==> src/rtl/rpsc_pkg.sv <==
`timescale 1ns / 1ps

package rpsc_pkg;

  localparam int T_W      = 25;  // time_ms
  localparam int S_W      = 14;  // sensor_temp, signed
  localparam int TGT_W    = 13;  // target_temp
  localparam int PWM_W    = 4;
  localparam int DEG_W    = 9;   // whole degrees
  localparam int SEC_W    = 12;  // phase duration in seconds
  localparam int DUR_W    = 22;  // phase duration in milliseconds
  localparam int CUM_W    = 26;  // running sum of durations
  localparam int FIELD_W  = 21;  // one packed phase
  localparam int PAIR_W   = 42;  // two packed phases
  localparam int PAIRS    = 4;
  localparam int CFG_IDX_W = 3;

  localparam int P1_W     = 35;  // start * 16 * duration
  localparam int NUM_W    = 37;  // signed numerator
  localparam int DIV_STEPS = 13; // one quotient bit per step
  localparam int DIVC_W   = 4;

  localparam logic [DEG_W-1:0] START_DEG = 9'd20;
  localparam logic [9:0]       MS_PER_S  = 10'd1000;
  localparam logic signed [S_W:0] BAND_16THS = 15'sd32;
  localparam logic [PWM_W-1:0] PWM_HEAT  = 4'd15;
  localparam logic [PWM_W-1:0] PWM_OFF   = 4'd0;

  typedef enum logic [CFG_IDX_W-1:0] {
    REG_MODE  = 3'd0,
    REG_CONST = 3'd1,
    REG_COUNT = 3'd2,
    REG_PAIR0 = 3'd3,
    REG_PAIR1 = 3'd4,
    REG_PAIR2 = 3'd5,
    REG_PAIR3 = 3'd6
  } cfg_idx_e;

  typedef struct packed {
    logic                          mode;
    logic [DEG_W-1:0]              const_target;
    logic [3:0]                    phase_count;
    logic [PAIRS-1:0][PAIR_W-1:0]  pairs;
  } cfg_t;

  typedef struct packed {
    logic       load;      // capture the input item and clear the scan state
    logic       scan;      // evaluate one phase
    logic [2:0] phase;     // phase under evaluation
    logic       mul;       // form the two products
    logic       div_init;  // sum the products and seed the divider
    logic       div_step;  // one restoring divide step
    logic       out_load;  // latch the result item
  } dp_cmd_t;

  typedef struct packed {
    logic found;           // the time fell inside one of the phases
  } dp_status_t;

endpackage

==> src/rtl/rpsc_in_if.sv <==
`timescale 1ns / 1ps

interface rpsc_in_if
  import rpsc_pkg::*;
();
  logic                  valid;
  logic                  ready;
  logic [T_W-1:0]        time_ms;
  logic signed [S_W-1:0] sensor_temp;

  modport source (output valid, output time_ms, output sensor_temp, input ready);
  modport sink   (input valid, input time_ms, input sensor_temp, output ready);
endinterface

==> src/rtl/rpsc_out_if.sv <==
`timescale 1ns / 1ps

interface rpsc_out_if
  import rpsc_pkg::*;
();
  logic             valid;
  logic             ready;
  logic [TGT_W-1:0] target_temp;
  logic [PWM_W-1:0] pwm_percent;
  logic             cooling_on;
  logic             relay_on;

  modport source (output valid, output target_temp, output pwm_percent,
                  output cooling_on, output relay_on, input ready);
  modport sink   (input valid, input target_temp, input pwm_percent,
                  input cooling_on, input relay_on, output ready);
endinterface

==> src/rtl/reflow_profile_setpoint_controller.sv <==
`timescale 1ns / 1ps
// Channel   Dir  Handshake     Payload
// in_if     in   valid/ready   time_ms[24:0], sensor_temp[13:0] signed
// out_if    out  valid/ready   target_temp[12:0], pwm_percent[3:0], cooling_on, relay_on
// cfg       in   cfg_we_i      cfg_idx_i[2:0], cfg_data_i[41:0]
//
// One item is processed at a time. Constant mode or no phases: the item goes from idle
// to the final state, where the result is registered once the output register is free.
// Ramping mode scans the phases (one phase per cycle) and checks for a hit; outside every
// phase it goes to the final state, inside one through the sum state and the restoring
// divider (one quotient bit per cycle). The next item is taken once back in idle.
// Reset clears the control state and the found flag and restores the config defaults.
// A result waits in the output register; the next item is accepted meanwhile and its
// result is held back until that register is taken.

module reflow_profile_setpoint_controller
  import rpsc_pkg::*;
#(
  parameter int MAX_PHASES = 8
) (
  input  logic                 clk_i,
  input  logic                 rst_ni,
  rpsc_in_if.sink              in_if,
  rpsc_out_if.source           out_if,
  input  logic                 cfg_we_i,
  input  logic [CFG_IDX_W-1:0] cfg_idx_i,
  input  logic [PAIR_W-1:0]    cfg_data_i
);

  cfg_t       cfg;
  dp_cmd_t    cmd;
  dp_status_t status;

  rpsc_cfg u_cfg (
    .clk_i  (clk_i),
    .rst_ni (rst_ni),
    .we_i   (cfg_we_i),
    .idx_i  (cfg_idx_i),
    .data_i (cfg_data_i),
    .cfg_o  (cfg)
  );

  rpsc_ctrl #(
    .MAX_PHASES (MAX_PHASES)
  ) u_ctrl (
    .clk_i         (clk_i),
    .rst_ni        (rst_ni),
    .mode_i        (cfg.mode),
    .phase_count_i (cfg.phase_count),
    .in_valid_i    (in_if.valid),
    .in_ready_o    (in_if.ready),
    .out_valid_o   (out_if.valid),
    .out_ready_i   (out_if.ready),
    .status_i      (status),
    .cmd_o         (cmd)
  );

  rpsc_dp u_dp (
    .clk_i         (clk_i),
    .rst_ni        (rst_ni),
    .cfg_i         (cfg),
    .cmd_i         (cmd),
    .status_o      (status),
    .time_ms_i     (in_if.time_ms),
    .sensor_temp_i (in_if.sensor_temp),
    .target_temp_o (out_if.target_temp),
    .pwm_percent_o (out_if.pwm_percent),
    .cooling_on_o  (out_if.cooling_on),
    .relay_on_o    (out_if.relay_on)
  );

`ifndef SYNTHESIS
  // Only one item is in flight, so taking an item drops ready on the next cycle.
  a_one_in_flight: assert property (@(posedge clk_i) disable iff (!rst_ni)
    (in_if.valid && in_if.ready) |=> !in_if.ready)
    else $error("item accepted while another is in flight");

  // Heater drive and cooling are always opposite.
  a_heat_cool: assert property (@(posedge clk_i) disable iff (!rst_ni)
    out_if.valid |-> ((out_if.pwm_percent == PWM_HEAT && !out_if.cooling_on) ||
                      (out_if.pwm_percent == PWM_OFF && out_if.cooling_on)))
    else $error("pwm and cooling disagree");

  // The target never exceeds 511 whole degrees, counted in sixteenths of a degree.
  a_target_range: assert property (@(posedge clk_i) disable iff (!rst_ni)
    out_if.valid |-> (out_if.target_temp <= 13'd8176))
    else $error("target outside the degree range");
`endif

endmodule

==> src/rtl/rpsc_cfg.sv <==
`timescale 1ns / 1ps

module rpsc_cfg
  import rpsc_pkg::*;
(
  input  logic                 clk_i,
  input  logic                 rst_ni,
  input  logic                 we_i,
  input  logic [CFG_IDX_W-1:0] idx_i,
  input  logic [PAIR_W-1:0]    data_i,
  output cfg_t                 cfg_o
);

  cfg_t cfg_q;

  always_ff @(posedge clk_i or negedge rst_ni) begin
    if (!rst_ni) begin
      cfg_q.mode         <= 1'b1;
      cfg_q.const_target <= START_DEG;
      cfg_q.phase_count  <= 4'd0;
      cfg_q.pairs        <= '0;
    end else if (we_i) begin
      case (cfg_idx_e'(idx_i))
        REG_MODE:  cfg_q.mode         <= data_i[0];
        REG_CONST: cfg_q.const_target <= data_i[DEG_W-1:0];
        REG_COUNT: cfg_q.phase_count  <= data_i[3:0];
        REG_PAIR0: cfg_q.pairs[0]     <= data_i;
        REG_PAIR1: cfg_q.pairs[1]     <= data_i;
        REG_PAIR2: cfg_q.pairs[2]     <= data_i;
        REG_PAIR3: cfg_q.pairs[3]     <= data_i;
        default: ;  // writes beyond the register list are dropped
      endcase
    end
  end

  assign cfg_o = cfg_q;

endmodule

==> src/rtl/rpsc_ctrl.sv <==
`timescale 1ns / 1ps

module rpsc_ctrl
  import rpsc_pkg::*;
#(
  parameter int MAX_PHASES = 8
) (
  input  logic       clk_i,
  input  logic       rst_ni,
  input  logic       mode_i,
  input  logic [3:0] phase_count_i,
  input  logic       in_valid_i,
  output logic       in_ready_o,
  output logic       out_valid_o,
  input  logic       out_ready_i,
  input  dp_status_t status_i,
  output dp_cmd_t    cmd_o
);

  localparam int CNT_W = $clog2(MAX_PHASES + 1);

  typedef enum logic [2:0] {
    ST_IDLE,
    ST_SCAN,
    ST_CHECK,
    ST_SUM,
    ST_DIV,
    ST_FIN
  } state_e;

  state_e              state_q;
  logic [CNT_W-1:0]    k_q;
  logic [DIVC_W-1:0]   div_cnt_q;
  logic                out_valid_q;
  logic [CNT_W-1:0]    n_phases;
  logic                in_acc;
  logic                slot_free;

  assign n_phases  = (phase_count_i > MAX_PHASES) ? CNT_W'(MAX_PHASES)
                                                  : CNT_W'(phase_count_i);
  assign in_ready_o = (state_q == ST_IDLE);
  assign in_acc     = in_valid_i && in_ready_o;
  assign slot_free  = !out_valid_q || out_ready_i;

  always_comb begin
    cmd_o          = '0;
    cmd_o.load     = in_acc;
    cmd_o.scan     = (state_q == ST_SCAN);
    cmd_o.phase    = 3'(k_q);
    cmd_o.mul      = (state_q == ST_CHECK) && status_i.found;
    cmd_o.div_init = (state_q == ST_SUM);
    cmd_o.div_step = (state_q == ST_DIV);
    cmd_o.out_load = (state_q == ST_FIN) && slot_free;
  end

  always_ff @(posedge clk_i or negedge rst_ni) begin
    if (!rst_ni) begin
      state_q     <= ST_IDLE;
      k_q         <= '0;
      div_cnt_q   <= '0;
      out_valid_q <= 1'b0;
    end else begin
      if (out_ready_i) begin
        out_valid_q <= 1'b0;
      end
      case (state_q)
        ST_IDLE: begin
          k_q <= '0;
          if (in_valid_i) begin
            if (!mode_i || (n_phases == '0)) begin
              state_q <= ST_FIN;
            end else begin
              state_q <= ST_SCAN;
            end
          end
        end
        ST_SCAN: begin
          k_q <= CNT_W'(k_q + 1'b1);
          if (CNT_W'(k_q + 1'b1) == n_phases) begin
            state_q <= ST_CHECK;
          end
        end
        ST_CHECK: begin
          state_q <= status_i.found ? ST_SUM : ST_FIN;
        end
        ST_SUM: begin
          div_cnt_q <= '0;
          state_q   <= ST_DIV;
        end
        ST_DIV: begin
          div_cnt_q <= DIVC_W'(div_cnt_q + 1'b1);
          if (div_cnt_q == DIVC_W'(DIV_STEPS - 1)) begin
            state_q <= ST_FIN;
          end
        end
        ST_FIN: begin
          if (slot_free) begin
            out_valid_q <= 1'b1;
            state_q     <= ST_IDLE;
          end
        end
        default: begin
          state_q <= ST_IDLE;
        end
      endcase
    end
  end

  assign out_valid_o = out_valid_q;

endmodule

==> src/rtl/rpsc_dp.sv <==
`timescale 1ns / 1ps

module rpsc_dp
  import rpsc_pkg::*;
(
  input  logic                  clk_i,
  input  logic                  rst_ni,
  input  cfg_t                  cfg_i,
  input  dp_cmd_t               cmd_i,
  output dp_status_t            status_o,
  input  logic [T_W-1:0]        time_ms_i,
  input  logic signed [S_W-1:0] sensor_temp_i,
  output logic [TGT_W-1:0]      target_temp_o,
  output logic [PWM_W-1:0]      pwm_percent_o,
  output logic                  cooling_on_o,
  output logic                  relay_on_o
);

  logic [T_W-1:0]          t_q;
  logic signed [S_W-1:0]   sensor_q;
  logic [CUM_W-1:0]        cum_q;
  logic [DEG_W-1:0]        start_q;
  logic                    found_q;
  logic [DEG_W-1:0]        h_start_q;
  logic [DEG_W-1:0]        h_end_q;
  logic [DUR_W-1:0]        h_dur_q;
  logic [DUR_W-1:0]        off_q;
  logic [P1_W-1:0]         p1_q;
  logic signed [NUM_W-1:0] p2_q;
  logic [DUR_W-1:0]        rem_q;
  logic [TGT_W-1:0]        quo_q;
  logic [TGT_W-1:0]        tgt_out_q;
  logic [PWM_W-1:0]        pwm_out_q;
  logic                    cool_out_q;
  logic                    relay_out_q;

  logic [PAIR_W-1:0]       pair;
  logic [FIELD_W-1:0]      fld;
  logic [DEG_W-1:0]        f_end;
  logic [SEC_W-1:0]        f_sec;
  logic [DUR_W-1:0]        f_dur;
  logic [CUM_W-1:0]        t_ext;
  logic [CUM_W-1:0]        cum_end;
  logic                    hit;
  logic [30:0]             sd;
  logic signed [9:0]       delta;
  logic signed [13:0]      delta16;
  logic signed [NUM_W-1:0] p2_d;
  logic signed [NUM_W-1:0] num;
  logic [DUR_W:0]          trial;
  logic                    ge;
  logic [TGT_W-1:0]        target;
  logic                    heat;
  logic                    relay;

  // Phase currently selected by the scan.
  assign pair    = cfg_i.pairs[cmd_i.phase[2:1]];
  assign fld     = cmd_i.phase[0] ? pair[PAIR_W-1:FIELD_W] : pair[FIELD_W-1:0];
  assign f_end   = fld[DEG_W-1:0];
  assign f_sec   = fld[FIELD_W-1:DEG_W];
  assign f_dur   = DUR_W'({10'b0, f_sec} * {12'b0, MS_PER_S});
  assign t_ext   = {{(CUM_W-T_W){1'b0}}, t_q};
  assign cum_end = cum_q + {{(CUM_W-DUR_W){1'b0}}, f_dur};
  assign hit     = !found_q && (t_ext > cum_q) && (t_ext <= cum_end);

  // Interpolation products; the numerator is never negative inside a phase.
  assign sd      = 31'(h_start_q) * 31'(h_dur_q);
  assign delta   = $signed({1'b0, h_end_q}) - $signed({1'b0, h_start_q});
  assign delta16 = {delta, 4'b0};
  assign p2_d    = $signed({{(NUM_W-DUR_W){1'b0}}, off_q})
                 * $signed({{(NUM_W-14){delta16[13]}}, delta16});
  assign num     = $signed({2'b0, p1_q}) + p2_q;

  // The quotient stays below 2^13, so the upper numerator bits seed the remainder.
  assign trial   = {rem_q, quo_q[TGT_W-1]};
  assign ge      = trial >= {1'b0, h_dur_q};

  always_comb begin
    if (!cfg_i.mode) begin
      target = {cfg_i.const_target, 4'b0};
    end else if (found_q) begin
      target = quo_q;
    end else begin
      target = {start_q, 4'b0};
    end
  end

  assign heat  = $signed({2'b0, target}) > ($signed({sensor_q[S_W-1], sensor_q}) + BAND_16THS);
  assign relay = !cfg_i.mode || ((t_q != '0) && (t_ext < cum_q));

  always_ff @(posedge clk_i or negedge rst_ni) begin
    if (!rst_ni) begin
      found_q <= 1'b0;
    end else if (cmd_i.load) begin
      found_q <= 1'b0;
    end else if (cmd_i.scan && hit) begin
      found_q <= 1'b1;
    end
  end

  always_ff @(posedge clk_i) begin
    if (cmd_i.load) begin
      t_q      <= time_ms_i;
      sensor_q <= sensor_temp_i;
      cum_q    <= '0;
      start_q  <= START_DEG;
    end
    if (cmd_i.scan) begin
      cum_q   <= cum_end;
      start_q <= f_end;
      if (hit) begin
        h_start_q <= start_q;
        h_end_q   <= f_end;
        h_dur_q   <= f_dur;
        off_q     <= DUR_W'(t_ext - cum_q);
      end
    end
    if (cmd_i.mul) begin
      p1_q <= {sd, 4'b0};
      p2_q <= p2_d;
    end
    if (cmd_i.div_init) begin
      rem_q <= num[P1_W-1:TGT_W];
      quo_q <= num[TGT_W-1:0];
    end
    if (cmd_i.div_step) begin
      rem_q <= ge ? DUR_W'(trial - {1'b0, h_dur_q}) : trial[DUR_W-1:0];
      quo_q <= {quo_q[TGT_W-2:0], ge};
    end
    if (cmd_i.out_load) begin
      tgt_out_q   <= target;
      pwm_out_q   <= heat ? PWM_HEAT : PWM_OFF;
      cool_out_q  <= !heat;
      relay_out_q <= relay;
    end
  end

  assign status_o.found = found_q;
  assign target_temp_o  = tgt_out_q;
  assign pwm_percent_o  = pwm_out_q;
  assign cooling_on_o   = cool_out_q;
  assign relay_on_o     = relay_out_q;

endmodule

==> src/flat_wrapper.sv <==
// flat-port wrapper written by rule: the top's interface ports become plain ports
module reflow_profile_setpoint_controller_flat import rpsc_pkg::*;
#(
  parameter int MAX_PHASES = 8
)
  (clk_i, rst_ni, cfg_we_i, cfg_idx_i, cfg_data_i, in_if_valid, in_if_time_ms, in_if_sensor_temp, in_if_ready, out_if_valid, out_if_target_temp, out_if_pwm_percent, out_if_cooling_on, out_if_relay_on, out_if_ready);
  rpsc_in_if in_if_i ();
  rpsc_out_if out_if_i ();
  input  logic clk_i;
  input  logic rst_ni;
  input  logic cfg_we_i;
  input  logic [CFG_IDX_W-1:0] cfg_idx_i;
  input  logic [PAIR_W-1:0] cfg_data_i;
  input wire logic [$bits(in_if_i.valid)-1:0] in_if_valid;
  input wire logic [$bits(in_if_i.time_ms)-1:0] in_if_time_ms;
  input wire logic [$bits(in_if_i.sensor_temp)-1:0] in_if_sensor_temp;
  output wire logic [$bits(in_if_i.ready)-1:0] in_if_ready;
  output wire logic [$bits(out_if_i.valid)-1:0] out_if_valid;
  output wire logic [$bits(out_if_i.target_temp)-1:0] out_if_target_temp;
  output wire logic [$bits(out_if_i.pwm_percent)-1:0] out_if_pwm_percent;
  output wire logic [$bits(out_if_i.cooling_on)-1:0] out_if_cooling_on;
  output wire logic [$bits(out_if_i.relay_on)-1:0] out_if_relay_on;
  input wire logic [$bits(out_if_i.ready)-1:0] out_if_ready;
  assign in_if_i.valid = in_if_valid;
  assign in_if_i.time_ms = in_if_time_ms;
  assign in_if_i.sensor_temp = in_if_sensor_temp;
  assign in_if_ready = in_if_i.ready;
  assign out_if_valid = out_if_i.valid;
  assign out_if_target_temp = out_if_i.target_temp;
  assign out_if_pwm_percent = out_if_i.pwm_percent;
  assign out_if_cooling_on = out_if_i.cooling_on;
  assign out_if_relay_on = out_if_i.relay_on;
  assign out_if_i.ready = out_if_ready;
  reflow_profile_setpoint_controller #(.MAX_PHASES(MAX_PHASES)) u_core (.clk_i(clk_i), .rst_ni(rst_ni), .in_if(in_if_i), .out_if(out_if_i), .cfg_we_i(cfg_we_i), .cfg_idx_i(cfg_idx_i), .cfg_data_i(cfg_data_i));
endmodule
==> config.mk <==
export PLATFORM = sky130hd
export DESIGN_NAME = reflow_profile_setpoint_controller_flat
export DESIGN_NICKNAME = d
export VERILOG_FILES = /design/src/rtl/rpsc_pkg.sv /design/src/rtl/rpsc_in_if.sv /design/src/rtl/rpsc_out_if.sv /design/src/rtl/reflow_profile_setpoint_controller.sv /design/src/rtl/rpsc_cfg.sv /design/src/rtl/rpsc_ctrl.sv /design/src/rtl/rpsc_dp.sv /design/src/flat_wrapper.sv
export SDC_FILE = /design/constraint.sdc
export NUM_CORES = 2
export LEC_CHECK = 0
export BUFFER_PORTS_ARGS = -buffer_cell sky130_fd_sc_hd__buf_4
export CAP_MARGIN = 5
export CORE_UTILIZATION = 64
export DETAILED_ROUTE_END_ITERATION = 12
export PLACE_DENSITY = 0.84
export SYNTH_ARGS = -nofsm -noshare
export SYNTH_HDL_FRONTEND = slang
export SYNTH_HIERARCHICAL = 1
export SYNTH_SLANG_ARGS = --single-unit
==> constraint.sdc <==
create_clock -name clk_i -period 16.8 [get_ports clk_i]
set_input_delay 1.68 -clock clk_i [delete_from_list [all_inputs] [get_ports clk_i]]
set_output_delay 1.68 -clock clk_i [all_outputs]
set_load 0.005 [all_outputs]
[Yosys cells after proc, flatten, opt, wreduce, memory -nomap -nowiden]
Cells that the tools add are included.
Cells by class
  add/subtract/negate cells: 8
  multipliers: 3
  $lt $le $gt $ge: 7
  eq/ne operators: 17
  muxes and demuxes: 30
  reduce and logical (&&, ||, !) cells: 31
Operators with widths (count)
  42-bit binary-select mux with 2-bit select: 1
  22-bit two-way mux: 3
  13-bit two-way mux: 4
  26-bit two-way mux: 2
  22-bit subtractor: 2
  42-bit two-way mux: 1
  35-bit adder: 1
  23-bit by 10-bit multiplier with 31-bit output: 1
  9-bit by 19-bit multiplier with 28-bit output: 1
  26-bit by 22-bit adder with 26-bit output: 1
  25-bit by 26-bit greater-than comparator with 1-bit output: 1
  25-bit by 26-bit <= comparator with 1-bit output: 1
  25-bit by 26-bit < comparator with 1-bit output: 1
  25-bit nonzero test: 1
  23-bit by 22-bit greater-or-equal comparator with 1-bit output: 1
  21-bit two-way mux: 1
  12-bit by 7-bit multiplier with 19-bit output, second input constant: 1
  3-bit two-way mux: 6
  9-bit two-way mux: 2
  3-bit one-hot mux with 6 select lines: 1
  4-bit one-hot mux with 2 select lines: 2
  2-bit AND reduction: 8
  14-bit by 7-bit adder with 15-bit output, second input constant: 1
  3-bit equality test, second input constant: 5
  other kinds (20): 47
Word-level totals
  register bits after elaboration: 441
  bits of input ports: 89
  output and inout port bits: 21
  logic and storage cells: 124

[Logic depth before layout (Yosys ltp)]
  word-level depth: 10
  mapped depth: 37

[Hierarchy]
Netlist, hierarchy kept.
Modules (own cells, without submodules)
  rpsc_dp: times used 1, cells each 2793, area an instance 28471.1 um^2, seq. area each 7231.9 um^2
  rpsc_cfg: times used 1, cells each 392, area an instance 6845.3 um^2, seq. area each 4558.1 um^2
  rpsc_ctrl: times used 1, cells each 91, area an instance 815.8 um^2, seq. area each 300.3 um^2

[Least setup slack after synthesis]
OpenSTA, ideal clock, no wires.
  path kind: register to register
  from: register u_core.u_ctrl.k_q[1]
  to: register u_core.u_dp.h_dur_q[10] (enable)
  setup time: 0.476 ns
  arrival: 11.180 ns
  required time: 16.324 ns
  slack: 5.144 ns
  cell stages (with the launch flop): 35
  buffers on the path: 4
  clock period less this slack: 11.656 ns
  path through: dfrtp_1 buf_4 clkbuf_1 clkbuf_1 buf_2 mux4_2 mux2i_1 fa_1 fa_1 inv_1 fa_1 inv_1 fa_1 inv_1 ha_1 and2_1 a31o_2 a41o_1 o41ai_1 xnor2_1 ha_1 o21a_1 o41a_1 a2111oi_0 o41ai_1 nand3_1 and2_1 ha_1 nand4_1 nor2_1 o21ai_0 a31oi_1 nor3_1 o31ai_1 nor2_1
Between the ends
  cells in the longest elaborated chain, start to end: 8
RTL lines
  start: declaration: line rpsc_ctrl.sv:32  | logic [CNT_W-1:0] k_q;
  start signal: assignment: line rpsc_ctrl.sv:78  | k_q <= CNT_W'(k_q + 1'b1);
  42-bit binary-select mux with 2-bit select: line rpsc_dp.sv:57  | assign pair = cfg_i.pairs[cmd_i.phase[2:1]];
  42-bit two-way mux (implied by the code): line rpsc_dp.sv:57
  21-bit two-way mux: line rpsc_dp.sv:58  | assign fld = cmd_i.phase[0] ? pair[PAIR_W-1:FIELD_W] : pair[FIELD_W-1:0];
  12-bit by 7-bit multiplier with 19-bit output: line rpsc_dp.sv:61  | assign f_dur = DUR_W'({10'b0, f_sec} * {12'b0, MS_PER_S});
  net u_core.u_dp.f_dur[17]: line rpsc_dp.sv:41  | logic [DUR_W-1:0] f_dur;
  26-bit by 22-bit adder with 26-bit output: line rpsc_dp.sv:63  | assign cum_end = cum_q + {{(CUM_W-DUR_W){1'b0}}, f_dur};
  25-bit by 26-bit <= comparator with 1-bit output: line rpsc_dp.sv:64  | assign hit = !found_q && (t_ext > cum_q) && (t_ext <= cum_end);
  1-bit logical AND: line rpsc_dp.sv:64
  2-bit AND reduction (no line)
  end signal: assignment: line rpsc_dp.sv:114  | h_dur_q <= f_dur;
  end: declaration: line rpsc_dp.sv:26  | logic [DUR_W-1:0] h_dur_q;
The timed path passes the listed nets, and every way through them passes these cells. The select of a mux whose other input is x is not followed.
A chain may end at the register's enable or synchronous reset.

[Worst setup path after layout]
  from: register u_core.u_ctrl.k_q[1]
  to: register u_core.u_dp.h_start_q[1] (enable)
Between the ends
  cells in the longest elaborated chain, start to end: 8
RTL lines
  42-bit binary-select mux with 2-bit select: line rpsc_dp.sv:57
  42-bit two-way mux (implied by the code): line rpsc_dp.sv:57
  21-bit two-way mux: line rpsc_dp.sv:58
  12-bit by 7-bit multiplier with 19-bit output: line rpsc_dp.sv:61
  net u_core.u_dp.f_dur[17]: line rpsc_dp.sv:41
  26-bit by 22-bit adder with 26-bit output: line rpsc_dp.sv:63
  25-bit by 26-bit <= comparator with 1-bit output: line rpsc_dp.sv:64
  1-bit logical AND: line rpsc_dp.sv:64
  2-bit AND reduction (no line)
  end signal: assignment: line rpsc_dp.sv:112  | h_start_q <= start_q;
  end: declaration: line rpsc_dp.sv:24  | logic [DEG_W-1:0] h_start_q;
The timed path passes the listed nets, and every way through them passes these cells. The select of a mux whose other input is x is not followed.

==> results by group <==
Synth
  – Synth Area per Inst: between 10 and 15 sq um
  – Post-synthesis sequential area ratio: about a third
  – Syn_nets: 3996
  – Post-synthesis compound-gate area fraction: around 7.6%
  – Main synth FF type: edfxtp_1
  – Main combinational cell family by area after synthesis: adder cells
  – Yosys reg bits: around 440
  – Mux share of post-synthesis cell area: around a tenth
  – Adder-Cell Fraction of Synth Area: between 20 and 30%
  – Simple-gate share of the synthesized area: a little over a tenth
  – Number of synthesized flops with an enable pin: 240
  – Async SR Flop Fraction: between 40% and 50%
  – Ys Warns: 6
  – Mapped cell area: about 0.036 sq mm
  – Cells after Synth: 3276
  – Library cells used by synthesis: around 90
  – Synth Area in XOR/XNOR: between 3 and 4%

Final layout
  – Most frequent cells in the layout: inv_1, fa_1, ha_1, nand2_1, edfxtp_1
  – Most common cell after layout, fill and taps aside: inv_1
  – Area grow syn2layout: 7.992%
  – Layout cell share with drive strength beyond 1: about 15%
  – # fillers: 3816
  – Fin nets: roughly 4000
  – Fin area: just under 0.04 sq mm

Worst setup path
  – Reg-to-Reg Start: u_core/u_ctrl/k_q[1]
  – Worst reg2reg path depth: 32
  – Worst R2R End: u_core/u_dp/h_start_q[1]
  – Crit path max-delay family: adder cells
  – CP most frequent cell: fa_1
  – Worst EP required: between 15000 and 20000 ps
  – Critical path launch point type: register
  – Crit Path Category: register to register
  – Slowest cell on crit path: mux2i_1
  – Setup slack, reg-to-reg: 5900 ps
  – CP Capture Type: register
  – WP data arrival: ~11000 ps
  – CP Max Fanout: 44
  – CP peak stage delay: 700 ps
  – Buffer and inverter count on the worst path: 5

STA
  – RSZ-0062 raised after global routing: false
  – Fin crit share: between 60% and 70%
  – Setup TNS: 0 ps
  – Worst-margin pin slew: between 1000 and 1500 ps
  – Max-slew headroom: about 18%
  – Final setup viols: 0
  – Max Freq: 0.09174 GHz
  – Worst hold slack: around 450 ps
  – Slew Viols, Final: 0
  – Final Skew: approximately 27 ps
  – Fin. Hold Viols: 0
  – Min Tclk post-route: roughly 11000 ps

Global route
  – First-pass GRT wire length: roughly 140000 um
  – Vias in the first global route: between 20000 and 30000
  – Grt total ovfl: 0
  – Largest net degree at the start of global routing: between 100 and 150
  – Antenna violations before repair: 3
  – Gr usage total: 30.66%

Detailed routing
  – Vias: roughly 25000
  – Routed WL per cell: roughly 20 um
  – 1st-pass router iterations: 6
  – Drt total wl: 84290 um
  – Initial DRC Count: between 1500 and 2000
  – Antenna viol nets, final: 0
  – DRC violations left: 0
  – Via/cell ratio: ~6.0

Floorplan
  – Row count: 86
  – Core Region: 0.05542 sq mm
  – Initial core utilization: between 60% and 70%
  – Die height: roughly 240 um
  – Die width: approximately 240 um
  – Die footprint: between 0.05 and 0.06 sq mm
  – Top Ports: 110

Clock tree
  – CTS root buffer: clkbuf_16
  – CTS tree: built
  – Clk slew on worst S/H paths: around 60 ps
  – CTS Hold Bufs: 0
  – H-Tree Depth: 2
  – CTS max path bufs: 3
  – Postcts setup bufs: 0
  – CTS Sinks: about 440
  – TritonCTS buffer count: 47
  – Worst-Skew Late Latency: 610 ps
  – Post-CTS Resized: 0

Flow run
  – Max cap viols: 0

Worst hold path
  – HP Class: register to register
  – Hold path cells: 0
  – Hold path start: u_core/u_dp/t_q[0]
  – Hold Path End: u_core/u_dp/off_q[0]

Placed design
  – Post-DP Area: ~0.038 sq mm
  – IO Port Bufs: ~110
  – GPL Wtd Cong: between 0.9 and 1
  – HPWL Detailed: ~64000 um

Outcome
  – Status: complete, no violations
==> Yosys cell counts, drive strengths merged, types with 48 or more instances <==
library cell	n	share of area [%]
xor2	49	1.2
dfrtp	192	13
nor2	174	1.8
xnor2	103	2.5
and2	97	1.7
inv	429	4.5
clkbuf	77	0.81
mux2	196	6.2
o21ai	76	1.1
ha	310	11
a21oi	132	1.8
nand2	300	3.1
a21o	48	1.0
fa	321	18
edfxtp	240	20
==> cells by family (layout without fill, tap and decap cells) <==
group	Yosys count	in the layout
multiplexers	276	276
AND/OR/NAND/NOR	812	812
flip-flops	435	435
AO/OA/AOI/OAI	419	419
other	0	1
buffers and inverters	551	648
adder cells (fa/ha/maj)	631	631
XOR/XNOR	152	152
==> metrics by stage <==
stage	instances	utilization (%)	setup slack, ps
2_1_floorplan	3276	-	5144
3_3_place_gp	4033	67.69	6330
3_5_place_dp	4033	67.69	5953
4_1_cts	4121	70.41	5884
5_1_grt	4121	70.41	5267
6_report	4122	70.41	5900
==> per-layer routing <==
| metal | global-route usage [%] | vias up | wire, um |
|---|---|---|---|
| met5 | 0 | - | 30 |
| met1 | 39.30 | 12480 | 33380 |
| li1 | - | 11210 | - |
| met4 | 12.22 | 4 | 3508 |
| met2 | 52.20 | 888 | 41720 |
| met3 | 4.771 | 221 | 5645 |
==> sequential cells by signal (all words and copies together) (netlist names), 3 cells and up <==
register / count
u_core/u_cfg/cfg_o: 182
u_core/u_ctrl/div_cnt_q: 4
u_core/u_ctrl/k_q: 4
u_core/u_ctrl/state_q: 3
u_core/u_dp/cum_q: 23
u_core/u_dp/h_dur_q: 19
u_core/u_dp/h_end_q: 9
u_core/u_dp/h_start_q: 9
u_core/u_dp/off_q: 22
u_core/u_dp/p1_q: 28
u_core/u_dp/p2_q: 31
u_core/u_dp/quo_q: 13
u_core/u_dp/rem_q: 22
u_core/u_dp/sensor_q: 14
u_core/u_dp/start_q: 9
u_core/u_dp/t_q: 25
u_core/u_dp/target_temp_o: 13
==> final cells by class <==
type	instances	area [sq um]	share of cell area, %
Antenna cell	1	2.502	0.006413
Clock buffer	62	1242	3.184
Clock inverter	26	265.3	0.6798
Inverter	429	1610	4.127
Multi-Input combinational cell	2290	21880	56.08
Sequential cell	435	12090	30.99
Tap cell	748	935.9	2.399
Timing Repair Buffer	131	989.7	2.536
==> worst register-to-register path: cells and delay by family, from the launching register on <==
family	cells	cell delay [ps]
adders and majority gates	7	3130
and+or+nand+nor	7	1510
xor gates and xnor gates	1	210
buffers and inverters	5	1360
DFF	1	420
muxes	2	1380
AOI/OAI and AO/OA	10	2470
==> how the worst max path moves through the flow <==
| stage | startpoint | to | slack, ps | cells after the start |
|---|---|---|---|---|
| CTS | u_core/u_ctrl/k_q[1] | u_core/u_dp/h_start_q[0] | 5880 | 32 |
| global route | u_core/u_ctrl/k_q[1] | u_core/u_dp/h_start_q[7] | 5270 | 32 |
| floorplan | u_core/u_ctrl/k_q[1] | u_core/u_dp/h_dur_q[10] | 5140 | 34 |
| global placement | u_core/u_ctrl/k_q[1] | u_core/u_dp/h_start_q[0] | 6330 | 32 |
| detailed placement | u_core/u_ctrl/k_q[1] | u_core/u_dp/h_start_q[7] | 5950 | 32 |
| finish | u_core/u_ctrl/k_q[1] | u_core/u_dp/h_start_q[1] | 5900 | 32 |
Power is not shown: default switching activity piles up to over one toggle a cycle in this logic, so the estimate is an artifact.
